**config.mk**
```make
export PLATFORM = sky130hd
export DESIGN_NAME = ddpid_err
export DESIGN_NICKNAME = d
export VERILOG_FILES = /design/src/sv/ddpid_pkg.sv /design/src/sv/ddpid_err.sv
export SDC_FILE = /design/constraint.sdc
export NUM_CORES = 1
export LEC_CHECK = 0
export BUFFER_PORTS_ARGS = -buffer_cell sky130_fd_sc_hd__buf_2
export CAP_MARGIN = 20
export CORE_ASPECT_RATIO = 0.5
export CORE_MARGIN = 2
export CORE_UTILIZATION = 61
export CTS_BUF_LIST = sky130_fd_sc_hd__clkbuf_8 sky130_fd_sc_hd__clkbuf_16
export DETAILED_ROUTE_END_ITERATION = 7
export GPL_ROUTABILITY_DRIVEN = 0
export PLACE_DENSITY = 0.87
export RECOVER_POWER = 50
export SETUP_SLACK_MARGIN = 0.2
export SYNTH_ARGS = -nofsm -noshare
export SYNTH_HDL_FRONTEND = slang
export SYNTH_SLANG_ARGS = --single-unit
export TNS_END_PERCENT = 20
```
**constraint.sdc**
```tcl
create_clock -name i_clk -period 10.9 [get_ports i_clk]
set_input_delay 1.635 -clock i_clk [delete_from_list [all_inputs] [get_ports i_clk]]
set_output_delay 1.635 -clock i_clk [all_outputs]
set_load 0.05 [all_outputs]
```
**src/sv/ddpid_pkg.sv**
```systemverilog
package ddpid_pkg;

    localparam int POSITION_BITS      = 24;
    localparam int GAIN_BITS          = 20;
    localparam int GAIN_FRACTION_BITS = 16;
    localparam int DRIVE_BITS         = 21;
    localparam int DRIVE_FRACTION     = 16;
    localparam int CFG_BITS = (POSITION_BITS > GAIN_BITS) ? POSITION_BITS : GAIN_BITS;

    localparam int E_W   = POSITION_BITS + 1;
    localparam int D_W   = POSITION_BITS + 2;
    localparam int TE_W  = POSITION_BITS + 2;
    localparam int TD_W  = POSITION_BITS + 3;
    localparam int LI_W  = 4;
    localparam int TI_W  = 8;
    localparam int PROD_W = GAIN_BITS + 1 + TD_W;
    localparam int SUM_W  = PROD_W + 3;

    localparam int LAT_INT_LIMIT  = 5;
    localparam int TURN_INT_LIMIT = 100;
    localparam int TURN_GATE      = 50;
    localparam int VOLT_LIMIT     = 12 * (2 ** DRIVE_FRACTION);

    typedef enum logic [2:0] {
        REG_LAT_KP   = 3'd0,
        REG_LAT_KI   = 3'd1,
        REG_LAT_KD   = 3'd2,
        REG_TURN_KP  = 3'd3,
        REG_TURN_KI  = 3'd4,
        REG_TURN_KD  = 3'd5,
        REG_TGT_DIST = 3'd6,
        REG_TGT_TURN = 3'd7
    } t_reg_idx;

    typedef struct packed {
        logic [GAIN_BITS-1:0] lat_kp;
        logic [GAIN_BITS-1:0] lat_ki;
        logic [GAIN_BITS-1:0] lat_kd;
        logic [GAIN_BITS-1:0] turn_kp;
        logic [GAIN_BITS-1:0] turn_ki;
        logic [GAIN_BITS-1:0] turn_kd;
    } t_gains;

    typedef struct packed {
        logic signed [E_W-1:0]  e;
        logic signed [D_W-1:0]  d;
        logic signed [LI_W-1:0] li;
        logic signed [TE_W-1:0] te;
        logic signed [TD_W-1:0] td;
        logic signed [TI_W-1:0] ti;
    } t_err;

    typedef struct packed {
        logic prod;
        logic out;
    } t_adv;

    function automatic logic signed [PROD_W-1:0] gain_mul(
        input logic [GAIN_BITS-1:0]   g,
        input logic signed [TD_W-1:0] x
    );
        logic signed [GAIN_BITS:0]  gs;
        logic signed [PROD_W-1:0]   p;
        gs = signed'({1'b0, g});
        p  = gs * x;
        return p;
    endfunction

endpackage

```
**src/sv/ddpid_err.sv**
```systemverilog
module ddpid_err (
    input  logic                                       i_clk,
    input  logic                                       i_rst_n,
    input  logic                                       i_move,
    input  logic signed [ddpid_pkg::POSITION_BITS-1:0] i_left,
    input  logic signed [ddpid_pkg::POSITION_BITS-1:0] i_right,
    input  logic signed [ddpid_pkg::POSITION_BITS-1:0] i_tdist,
    input  logic signed [ddpid_pkg::POSITION_BITS-1:0] i_tturn,
    output ddpid_pkg::t_err                            o_err
);
    import ddpid_pkg::*;

    localparam logic signed [LI_W-1:0]   LI_HI   = LI_W'(LAT_INT_LIMIT);
    localparam logic signed [LI_W-1:0]   LI_LO   = -LI_W'(LAT_INT_LIMIT);
    localparam logic signed [TI_W-1:0]   TI_HI   = TI_W'(TURN_INT_LIMIT);
    localparam logic signed [TI_W-1:0]   TI_LO   = -TI_W'(TURN_INT_LIMIT);
    localparam logic signed [E_W-1:0]    GATE_HI = E_W'(TURN_GATE);
    localparam logic signed [E_W-1:0]    GATE_LO = -E_W'(TURN_GATE);

    logic signed [E_W-1:0]  r_last_e;
    logic signed [TE_W-1:0] r_last_te;
    logic signed [LI_W-1:0] r_li;
    logic signed [TI_W-1:0] r_ti;
    t_err                   r_err;
    t_err                   n_err;

    logic signed [E_W-1:0]    pos_sum;
    logic signed [E_W-1:0]    pos_adj;
    logic signed [E_W-1:0]    avg;
    logic signed [E_W-1:0]    pos_diff;
    logic signed [E_W:0]      li_sum;
    logic signed [TE_W:0]     ti_sum;

    always_comb begin
        pos_sum  = E_W'(i_left) + E_W'(i_right);
        pos_adj  = pos_sum + E_W'({1'b0, pos_sum[E_W-1]});
        avg      = pos_adj >>> 1;
        pos_diff = E_W'(i_left) - E_W'(i_right);

        n_err.e  = E_W'(i_tdist) - avg;
        n_err.d  = D_W'(n_err.e) - D_W'(r_last_e);
        n_err.te = TE_W'(i_tturn) - TE_W'(pos_diff);
        n_err.td = TD_W'(n_err.te) - TD_W'(r_last_te);

        li_sum = (E_W + 1)'(r_li) + (E_W + 1)'(n_err.e);
        if (li_sum > (E_W + 1)'(LI_HI)) begin
            n_err.li = LI_HI;
        end else if (li_sum < (E_W + 1)'(LI_LO)) begin
            n_err.li = LI_LO;
        end else begin
            n_err.li = LI_W'(li_sum);
        end

        ti_sum = (TE_W + 1)'(r_ti) + (TE_W + 1)'(n_err.te);
        if (!(n_err.e < GATE_HI && n_err.e > GATE_LO)) begin
            n_err.ti = '0;
        end else if (ti_sum > (TE_W + 1)'(TI_HI)) begin
            n_err.ti = TI_HI;
        end else if (ti_sum < (TE_W + 1)'(TI_LO)) begin
            n_err.ti = TI_LO;
        end else begin
            n_err.ti = TI_W'(ti_sum);
        end
    end

    always_ff @(posedge i_clk) begin
        if (!i_rst_n) begin
            r_last_e  <= '0;
            r_last_te <= '0;
            r_li      <= '0;
            r_ti      <= '0;
        end else if (i_move) begin
            r_last_e  <= n_err.e;
            r_last_te <= n_err.te;
            r_li      <= n_err.li;
            r_ti      <= n_err.ti;
        end
    end

    always_ff @(posedge i_clk) begin
        if (i_move) begin
            r_err <= n_err;
        end
    end

    assign o_err = r_err;

endmodule

```
==> summary.md, run 1 <==
| Metric | Value |
|---|---|
| Outcome | `finished with violations` |
| Failing checks | `capacitance limit, slew limit` |
| Sw frac | `between 50% and 60%` |
| Vias in the first global route | `about 14,000` |
| Crit Path Max Fanout | `10` |
| Layout Cells excl Fill | `roughly 2,600` |
| Worst R2R Path Depth | `12` |
| GR met3 Demand/Resource | `between 3 and 4%` |
| Inst Count DP | `2,597` |
| Maximum vdd ir drop | `0.191 mV` |
| Met1 Usage GRT | `between 30% and 40%` |
| Die Area | `approximately 30,000 um2` |
| Synth Instances | `around 2,000` |
| Psw | `between 0.002 and 0.003 W` |
| Hold path depth | `2` |
| Final hold violations | `0` |
| WP data required | `between 10 and 15 ns` |
| Logic pwr share | `between 60% and 70%` |
| Largest net degree at the start of global routing | `a little under 80` |
| CTS tree | `built` |
| Postcts setup bufs | `0` |
| Min-Delay Path Class | `reg -> reg` |
| Adder-cell share of the synthesized area | `around 18%` |
| Clk buf depth | `2` |
| Total GRT Usage | `28.6%` |
| GR Layer Usage met2 | `49.7%` |
| Root Buffer | `clkbuf_16` |
| PwrDens | `281 nW/um2` |
| Static Leakage | `approximately 8.6 nW` |
| Layout cells sized above 1 | `7.92%` |
| Min Clock Period, post-route | `between 9 and 10 ns` |
| Post-synthesis xor/xnor area fraction | `7.15%` |
| I/O Pins | `between 200 and 250` |
| Drt pass-1 iters | `5` |
| Final period utilization | `a little under nine tenths` |
| Mapped cell area | `between 15,000 and 20,000 um2` |
| Setup Total Neg Slack | `0 ns` |
| Ys flop type | `edfxtp_1` |
| Slew headroom | `-179%` |
| Post_cts resized | `0` |
| Combinational family with the most area after synthesis | `compound AO/OA/AOI/OAI gates` |
| Final slew viol count | `150` |
| EDFF count, synth | `roughly 120` |
| Register area share after synthesis | `27.1%` |
| Net count, final | `between 2,000 and 3,000` |
| Initial Util | `62.6%` |
| Synth Area in Compound Gates | `between 20% and 30%` |
| Wire per inst | `between 15 and 20 um` |
| H-tree depth | `4` |
| Layout Skew | `0.00937 ns` |
| Buf+Inv Stages, Crit Path | `2` |
| Worst Tran Pin Value | `4.19 ns` |
| Worst Path Arrival | `~9.6 ns` |
| Internal power | `0.00270 W` |
| DRT Wirelength | `43,300 um` |
| Netlist cell types | `94` |
| PortBufs | `around 210` |
| Critical-path top delay cell | `or4b_1` |
| Post-route DRC | `0` |
| Ys async rst share | `0%` |
| Synth warn | `0` |
| # rows | `43` |
| Startpoint Class | `input port` |
| TritonCTS Buffers | `17` |
| Setup crit end kind | `register` |
| CTS Sinks | `~180` |
| Vias post-DR | `15,600` |
| Initial antenna violation count | `7` |
| Crit path kind | `in -> reg` |
| Reg power frac | `about a fifth` |
| First-pass GRT wire length | `slightly below 70,000 um` |
| Cts hold-fix bufs | `0` |
| DRT antenna net count | `0` |
| Most used cell, CP | `ha_1` |
| Hpwl dp | `approximately 33,000 um` |
| Fmax | `between 100 and 150 MHz` |
| CORE AREA | `28,000 um2` |
| Seq cells post-synth | `roughly 180` |
| Clk Latency, worst-skew pair | `between 0.4 and 0.5 ns` |
| Syn Nets | `roughly 2,400` |
| Multiplexer share of the synthesized area | `between 3 and 4%` |
| Busiest layer in global routing | `met2` |
| Worst-path clk slew | `approximately 0.070 ns` |
| Number of max-cap violations | `2` |
| Design Area, Final | `~19,000 um2` |
| Syn Area/Cell | `8.61 um2` |
| RSZ-0062 raised after global routing | `false` |
| CP delay by family, top | `compound AO/OA/AOI/OAI gates` |
| Total power | `0.00547 W` |
| Via-to-Cell Ratio | `5.92` |
| Clock Power Share | `around an eighth` |
| Die width | `between 200 and 250 um` |
| Placement Cell Area | `between 15,000 and 20,000 um2` |
| Total grt overflow | `0` |
| Area Overhead vs Synth | `11.0%` |
| Fraction of the mapped netlist area in simple logic gates | `18.1%` |
| Slowest cell delay on critical path | `between 0.4 and 0.5 ns` |
| Initial DRC Count | `roughly 1,200` |
| Die Y | `about 120 um` |
| CP Depth | `33` |
| Setup-violating endpoint count in the final report | `0` |
==> worst register-to-register path, delay by kind of cell, from the launching register on <==
family / cells / cell delay, ns
flip-flops: 1 / 0.32
AO/OA/AOI/OAI: 6 / 1.80
XOR/XNOR: 1 / 0.16
buffers and inverters: 1 / 0.32
AND/OR/NAND/NOR: 3 / 1.01
adder cells (fa/ha/maj): 1 / 0.38
==> area by class of cell <==
cell class                 count  area, um2
multi-input combinational   1559      11600
fill                        2284       8530
sequential                   179       4740
timing repair buffer         223        987
inverter                     254        953
tap                          382        478
clock buffer                  17        425
clock inverter                15        200
antenna                        8       20.0
==> metrics by stage <==
step / utilization, % / hold WS (ns) / setup slack (ns)
2_1_floorplan: - / 0.452 / 2.09
3_3_place_gp: 67.8 / 0.469 / 1.43
3_5_place_dp: 67.8 / 0.470 / 1.15
4_1_cts: 70.0 / 0.489 / 1.61
5_1_grt: 69.5 / 0.516 / 0.887
6_report: 69.5 / 0.489 / 1.53
==> cell families (layout without fill, tap and decap cells) <==
kind of cell | Yosys count | count (layout)
AO/OA/AOI/OAI | 521 | 521
XOR/XNOR | 143 | 143
adder cells (fa/ha/maj) | 233 | 233
buffers and inverters | 296 | 509
flip-flops | 179 | 179
multiplexers | 53 | 53
other | 0 | 8
AND/OR/NAND/NOR | 609 | 609
==> cell usage in the layout, fill, tap and decap left out, types with 10 or more instances in the layout <==
cell type and count:
a211oi_1 23, clkbuf_1 119, a21oi_1 139, nand2_1 106, nand4_1 23, nand3b_1 14
o21bai_1 18, and3_1 16, clkbuf_16 17, xnor2_1 91, and2_1 12, nor3b_1 13
a21o_1 54, inv_1 254, or3_1 20, o31ai_1 17, o211ai_1 23, nor2b_1 31
buf_2 96, nor3_1 44, mux2i_1 52, o21ai_0 79, xor2_1 52, o21a_1 19
a211o_1 10, nand2b_1 43, nor4_1 12, a31oi_1 17, nand3_1 53, edfxtp_1 116
ha_1 203, nor2_1 168, or2_2 13, o2111ai_1 12, fa_1 30, o21ai_1 10
dfxtp_1 63
==> power groups by stage <==
stage,Sequential [W],Combinational [W],Clock [W]
global placement,0.00113,0.00358,0
floorplan,0.00172,0.00228,0
finish,0.00113,0.00368,0.000660
detailed placement,0.00113,0.00364,0
global route,0.00114,0.00403,0.000695
CTS,0.00112,0.00368,0.000669
==> cells in the mapped netlist (all sizes together) (30+ instances only) <==
cell | number | area, um2
a21o | 54 | 405
a21oi | 142 | 722
clkbuf | 30 | 113
dfxtp | 63 | 1260
edfxtp | 116 | 3480
fa | 30 | 601
ha | 203 | 2540
inv | 254 | 953
mux2i | 52 | 521
nand2 | 106 | 398
nand2b | 43 | 269
nand3 | 53 | 265
nor2 | 168 | 631
nor2b | 31 | 194
nor3 | 44 | 220
o21ai | 89 | 445
xnor2 | 91 | 797
xor2 | 52 | 455
==> worst paths after layout <==
kind / startpoint / end / slack, ns
min: r_last_e[1] / r_last_e[1] / 0.49
max reg2reg: r_li[3] / o_err[61] / 6.67
min reg2reg: r_last_e[1] / r_last_e[1] / 0.49
max: i_left[2] / o_err[61] / 1.53
==> metal layers <==
metal | up-vias | wire (um)
met5 | - | 0
met2 | 464 | 21100
met3 | 77 | 2220
met1 | 7377 | 18800
li1 | 7697 | -
met4 | 0 | 1120
==> registers in the layout, summed over array words and instances, names as in the netlist <==
name / flops
o_err: 116
r_last_e: 25
r_last_te: 26
r_li: 4
r_ti: 8
No activity file was read; power rests on OpenSTA's default activity.
==> inputs of run 2 (changes only) <==
- CTS_CLUSTER_SIZE: default -> 40
- clock period: 10.9 -> 9.9 ns (I/O delays scaled with it)
==> summary.md, run 2 (same netlist as run 1, synthesis figures left out) <==
| Metric | Value |
|---|---|
| Outcome | `finished with violations` |
| Failing checks | `capacitance limit, slew limit` |
| Drt pass-1 iters | `6 (+1)` |
| Logic pwr share | `67.6% (+0.2 points)` |
| PortBufs | `214 (unchanged)` |
| Die Area | `30,200 um2 (unchanged)` |
| Crit Path Max Fanout | `10 (unchanged)` |
| Most frequent cells in the layout | `254 x inv_1, 203 x ha_1, 168 x nor2_1` |
| Clk buf depth | `2 (unchanged)` |
| Initial DRC Count | `1,341 (+8.8%)` |
| Hpwl dp | `33,400 um (+0.21%)` |
| RSZ-0062 raised after global routing | `false` |
| DRT Wirelength | `43,500 um (+0.48%)` |
| Most used cell, CP | `ha_1` |
| Worst Tran Pin Value | `6.21 ns (+2.02 ns)` |
| Final worst slack | `0.835 ns (-0.697 ns)` |
| Final period utilization | `between 90% and 100%` |
| Vias post-DR | `15,700 (+0.44%)` |
| Wire per inst | `16.4 um (about the same)` |
| PwrDens | `311 nW/um2 (+10%)` |
| Static Leakage | `8.66 nW (+0.49%)` |
| Via-to-Cell Ratio | `5.92 (about the same)` |
| CORE AREA | `28,000 um2 (unchanged)` |
| Reg power frac | `20.4% (-0.2 points)` |
| Maximum vdd ir drop | `0.216 mV (+13%)` |
| First-pass GRT wire length | `70,100 um (+0.96%)` |
| Place WS | `0.328 ns (-0.819 ns)` |
| Psw | `0.00307 W (+11%)` |
| DRT antenna net count | `0 (unchanged)` |
| Startpoint Class | `input port` |
| TritonCTS Buffers | `17 (unchanged)` |
| Post-route DRC | `0 (unchanged)` |
| Fmax | `approximately 110 MHz` |
| Layout Skew | `0.00723 ns (-0.00214 ns)` |
| Setup Total Neg Slack | `0 ns (unchanged)` |
| Min-Delay Path Class | `reg -> reg` |
| Initial antenna violation count | `10 (+3)` |
| Total grt overflow | `0 (unchanged)` |
| Max reg flops | `116 (unchanged)` |
| Root Buffer | `clkbuf_16` |
| Internal power | `0.00300 W (+11%)` |
| Die width | `244 um (unchanged)` |
| Cts hold-fix bufs | `0 (unchanged)` |
| H-tree depth | `4 (unchanged)` |
| Crit path kind | `in -> reg` |
| Die Y | `124 um (unchanged)` |
| Slowest cell delay on critical path | `0.54 ns (+0.05 ns)` |
| Final slew viol count | `188 (+25%)` |
| Clk Latency, worst-skew pair | `0.46 ns (about the same)` |
| # rows | `43 (unchanged)` |
| Total power | `0.00607 W (+11%)` |
| Clock Power Share | `12.0% (about the same)` |
| Setup-violating endpoint count in the final report | `0 (unchanged)` |
| Fillers | `2,273 (-0.48%)` |
| Buf+Inv Stages, Crit Path | `1 (-1)` |
| WP data required | `10.10 ns (-1.01 ns)` |
| CTS Sinks | `179 (unchanged)` |
| Critical-path top delay cell | `or4b_1` |
| Largest net degree at the start of global routing | `118 (+53%)` |
| I/O Pins | `215 (unchanged)` |
| Setup crit end kind | `register` |
| Layout cells sized above 1 | `8.55% (+0.63 points)` |
| Sw frac | `50.6% (about the same)` |
| Most common cell after layout, fill and taps aside | `inv_1` |
| Worst-path clk slew | `0.06 ns (about the same)` |
| Vias in the first global route | `14,700 (+2.2%)` |
| Final hold violations | `0 (unchanged)` |
| Net count, final | `2,575 (+0.35%)` |
| Initial Util | `62.6% (unchanged)` |
| CTS tree | `built` |
| Number of max-cap violations | `2 (unchanged)` |
| Area Overhead vs Synth | `11.6%` |
| Slew headroom | `-314% (-130 points)` |
| Min Clock Period, post-route | `between 9 and 10 ns` |
| CP delay by family, top | `simple AND/OR/NAND/NOR gates` |
| Worst Path Arrival | `9.26 ns (-0.32 ns)` |
| Total GRT Usage | `28.7% (+0.13 points)` |
| Final hold slack | `0.479 ns (-0.0108 ns)` |
[run 2: worst register-to-register path, stage by stage, from the launching register on]
cell	delay [ns]
dfxtp_1	0.32
ha_1	0.24
fa_1	0.41
a211oi_1	0.36
o21ai_1	0.22
a2111oi_0	0.69
or4_1	0.22
nand3_1	0.10
nor4_1	0.21
nand4_1	0.13
or4_1	0.42
nand2_1	0.26
nand4_1	0.15
o31ai_1	0.50
[run 2: worst paths after layout]
kind / startpoint / to / cells past startpoint / slack (ns)
max reg2reg: r_ti[0] / r_ti[1] / 13 / 5.55
min: r_last_e[1] / r_last_e[1] / 2 / 0.48
min reg2reg: r_last_e[1] / r_last_e[1] / 2 / 0.48
max: i_left[0] / o_err[61] / 32 / 0.84
[run 2: power by group through the flow]
stage                     sequential (W)  clock (W)  combinational [W]
after detailed placement         0.00124          0            0.00404
after global placement           0.00124          0            0.00396
final                            0.00124   0.000727            0.00411
after global routing             0.00126   0.000763            0.00448
after CTS                        0.00123   0.000733            0.00408
after floorplan                  0.00190          0            0.00251
[run 2: stage by stage]
stage | utilization, % | cell area [um2] | std cells
3_3_place_gp | 67.9 | 19000 | 2602
3_5_place_dp | 67.9 | 19000 | 2602
4_1_cts | 70.2 | 19600 | 2634
5_1_grt | 69.9 | 19500 | 2649
6_report | 69.9 | 19500 | 2649
2_1_floorplan | - | 17500 | 2034
[run 2: cell type report]
type | count | area, um2 | share of cell area [%]
Multi-Input combinational cell | 1559 | 11700 | 59.7
Sequential cell | 179 | 4740 | 24.3
Timing Repair Buffer | 232 | 1050 | 5.38
Inverter | 254 | 953 | 4.88
Tap cell | 382 | 478 | 2.45
Clock buffer | 17 | 425 | 2.18
Clock inverter | 15 | 204 | 1.04
Antenna cell | 11 | 27.5 | 0.141
[run 2: metal layers]
layer / track usage [%] / vias up / part of all wire, % / routed length (um)
met5: 0 / - / 0 / 0
met4: 13.2 / 0 / 3.6 / 1570
met3: 4.07 / 105 / 4.8 / 2090
met2: 50.0 / 450 / 48 / 21000
met1: 35.9 / 7399 / 43 / 18800
li1: - / 7730 / - / -
[run 2: what timing repair did]
| item | 4_1_cts | 5_1_grt |
|---|---|---|
| buffers inserted | 0 | 3 |
| setup endpoints to repair | 0 | 5 |
| resized for setup | 0 | 6 |
==> inputs of run 3 (changes only) <==
- REMOVE_ABC_BUFFERS: default -> 1
==> summary.md, run 3 (same netlist as run 1, synthesis figures left out) <==
| Metric | Value |
|---|---|
| Outcome | `finished with violations` |
| Max reg flops | `116 (unchanged)` |
| Layout Skew | `0.00907 ns (+0.00184 ns)` |
| Worst-path clk slew | `0.07 ns (about the same)` |
| CORE AREA | `28,000 um2 (unchanged)` |
| Root Buffer | `clkbuf_16` |
| PortBufs | `214 (unchanged)` |
| Inst Count DP | `2,600 (-0.077%)` |
| WL met3 | `2420 um (+16%)` |
| Drt pass-1 iters | `5 (-1)` |
| WL met2 | `21,800 um (+3.7%)` |
| DRT Wirelength | `44,900 um (+3.2%)` |
| Crit Path Max Fanout | `7 (-3)` |
| Failing checks | `capacitance limit, slew limit` |
| CTS tree | `built` |
| DRT antenna net count | `0 (unchanged)` |
| Startpoint Class | `input port` |
| Worst Path Arrival | `9.54 ns (+0.28 ns)` |
| Net count, final | `2,569 (-0.23%)` |
| Fmax | `109 MHz (-1.3%)` |
| Final slew viol count | `205 (+9.0%)` |
| R2r endpoint | `o_err[0]` |
| Cts hold-fix bufs | `0 (unchanged)` |
| Setup Total Neg Slack | `0 ns (unchanged)` |
| Vias in the first global route | `14,900 (+0.95%)` |
| Setup crit end kind | `register` |
| Min-Delay Path Class | `reg -> reg` |
| Initial Util | `62.6% (unchanged)` |
| Most frequent cells in the layout | `254 x inv_1, 202 x ha_1, 168 x nor2_1` |
| Number of max-cap violations | `3 (+1)` |
| TritonCTS Buffers | `17 (unchanged)` |
| Maximum vdd ir drop | `0.219 mV (+1.6%)` |
| Post-route DRC | `0 (unchanged)` |
| CP Depth | `35 (+9.4%)` |
| PwrDens | `312 nW/um2 (+0.40%)` |
| Met1 wire length | `18,900 um (+0.29%)` |
| Layout cells sized above 1 | `8.27% (-0.29 points)` |
| Layout Cells excl Fill | `2,641 (-0.30%)` |
| Fillers | `2,242 (-1.4%)` |
| Initial antenna violation count | `9 (-1)` |
| Total grt overflow | `0 (unchanged)` |
| Hold wc startpoint | `r_last_e[1]` |
| Die Area | `30,200 um2 (unchanged)` |
| Setup-violating endpoint count in the final report | `0 (unchanged)` |
| First-pass GRT wire length | `71,500 um (+2.0%)` |
| R2R Setup Slk | `5.46 ns (-0.09 ns)` |
| RSZ-0062 raised after global routing | `false` |
| Wire per inst | `17.0 um (+3.6%)` |
| Buf+Inv Stages, Crit Path | `1 (unchanged)` |
| Hold Path Sink | `r_last_e[1]` |
| Postcts setup bufs | `0 (unchanged)` |
| Initial DRC Count | `1,280 (-4.5%)` |
| Crit path kind | `in -> reg` |
| Clk Latency, worst-skew pair | `0.47 ns (about the same)` |
| Slew headroom | `-161% (+150 points)` |
| Hold path depth | `2 (unchanged)` |
| Area Overhead vs Synth | `11.0%` |
| Clk buf depth | `2 (unchanged)` |
| Vias post-DR | `15,700 (+0.25%)` |
| H-tree depth | `4 (unchanged)` |
| Slowest cell delay on critical path | `0.50 ns (-0.04 ns)` |
| I/O Pins | `215 (unchanged)` |
| Die width | `244 um (unchanged)` |
| Static Leakage | `8.61 nW (-0.66%)` |
| CP delay by family, top | `compound AO/OA/AOI/OAI gates` |
| Total GRT Usage | `29.6% (+0.92 points)` |
| Largest net degree at the start of global routing | `75 (-36%)` |
| Max layer used | `met4` |
| Final hold violations | `0 (unchanged)` |
| WP data required | `10.25 ns (+0.15 ns)` |
| # rows | `43 (unchanged)` |
| Min Clock Period, post-route | `9.18 ns (+0.120 ns)` |
| CTS Sinks | `179 (unchanged)` |
| Critical-path top delay cell | `ha_1` |
| Final period utilization | `92.8% (+1.2 points)` |
| FF-to-FF Start | `r_ti[7]` |
| Worst Tran Pin Value | `3.92 ns (-2.29 ns)` |
| Via-to-Cell Ratio | `5.95 (+0.55%)` |
| Die Y | `124 um (unchanged)` |
| Worst R2R Path Depth | `12 (-1)` |
| Most common cell after layout, fill and taps aside | `inv_1` |
| Hpwl dp | `34,900 um (+4.5%)` |
run 3: cell count changes in the layout (fill, tap and decap cells not counted), moves of 2 or more:
| cell | before | now |
|---|---|---|
| buf_4 | 16 | 10 |
| inv_6 | 2 | 6 |
| a21oi_1 | 137 | 139 |
| a21oi_2 | 5 | 3 |
| bufinv_16 | 4 | 2 |
| clkinv_2 | 2 | 0 |
| clkinvlp_4 | 2 | 4 |
| diode_2 | 11 | 9 |
run 3: final cells by class:
type / instances / area [um2] / share of cell area, %
multi-input cells: 1559 / 11700 / 59.9
inverters: 254 / 953 / 4.90
repair buffers: 226 / 1010 / 5.18
clock inverters: 15 / 169 / 0.868
well taps: 382 / 478 / 2.46
diodes: 9 / 22.5 / 0.116
clock buffers: 17 / 425 / 2.19
flip-flops and latches: 179 / 4740 / 24.4
run 3: tightest hold or removal path, cell delays in order, from the launching register on:
cell and delay, ns:
dfxtp_1 0.31, nor2_1 0.08, a211oi_1 0.05
run 3: worst max-delay path by stage:
stage          startpoint   endpoint  slack (ns)
4_1_cts         i_left[0]  o_err[61]        0.71
5_1_grt         i_left[0]    r_li[2]        0.14
3_5_place_dp    i_left[0]  o_err[61]        0.26
3_3_place_gp    i_left[2]  o_err[61]        0.58
2_1_floorplan   i_left[2]  o_err[61]        1.35
6_report        i_left[0]    r_li[2]        0.72
run 3: layer usage:
| metal | global-route usage [%] | vias up |
|---|---|---|
| li1 | - | 7709 |
| met1 | 36.3 | 7395 |
| met2 | 52.1 | 513 |
| met3 | 4.33 | 106 |
| met4 | 14.4 | 0 |
| met5 | 0 | - |
run 3: repair_timing:
| item | CTS | global route |
|---|---|---|
| resized for setup | 0 | 3 |
| endpoints found under the setup margin | 0 | 5 |
| endpoints found under the hold margin | 0 | 0 |
run 3: power by group:
| part | leakage (nW) | switching (W) | internal (W) | total [W] |
|---|---|---|---|---|
| sequential | 1.65 | 0.0000776 | 0.00116 | 0.00124 |
| combinational | 6.68 | 0.00273 | 0.00140 | 0.00413 |
| clock | 0.278 | 0.000317 | 0.000376 | 0.000693 |
| total | 8.61 | 0.00313 | 0.00294 | 0.00607 |
run 3: through the flow:
step / utilization (%) / setup slack [ns] / power [W] / hold slack (ns) / area (um2)
after floorplan: - / 1.35 / 0.00440 / 0.452 / 17300
after global placement: 67.9 / 0.579 / 0.00523 / 0.465 / 19000
after detailed placement: 67.9 / 0.259 / 0.00533 / 0.469 / 19000
after CTS: 70.0 / 0.708 / 0.00605 / 0.479 / 19600
after global routing: 69.5 / 0.144 / 0.00648 / 0.509 / 19500
final: 69.5 / 0.716 / 0.00607 / 0.484 / 19500
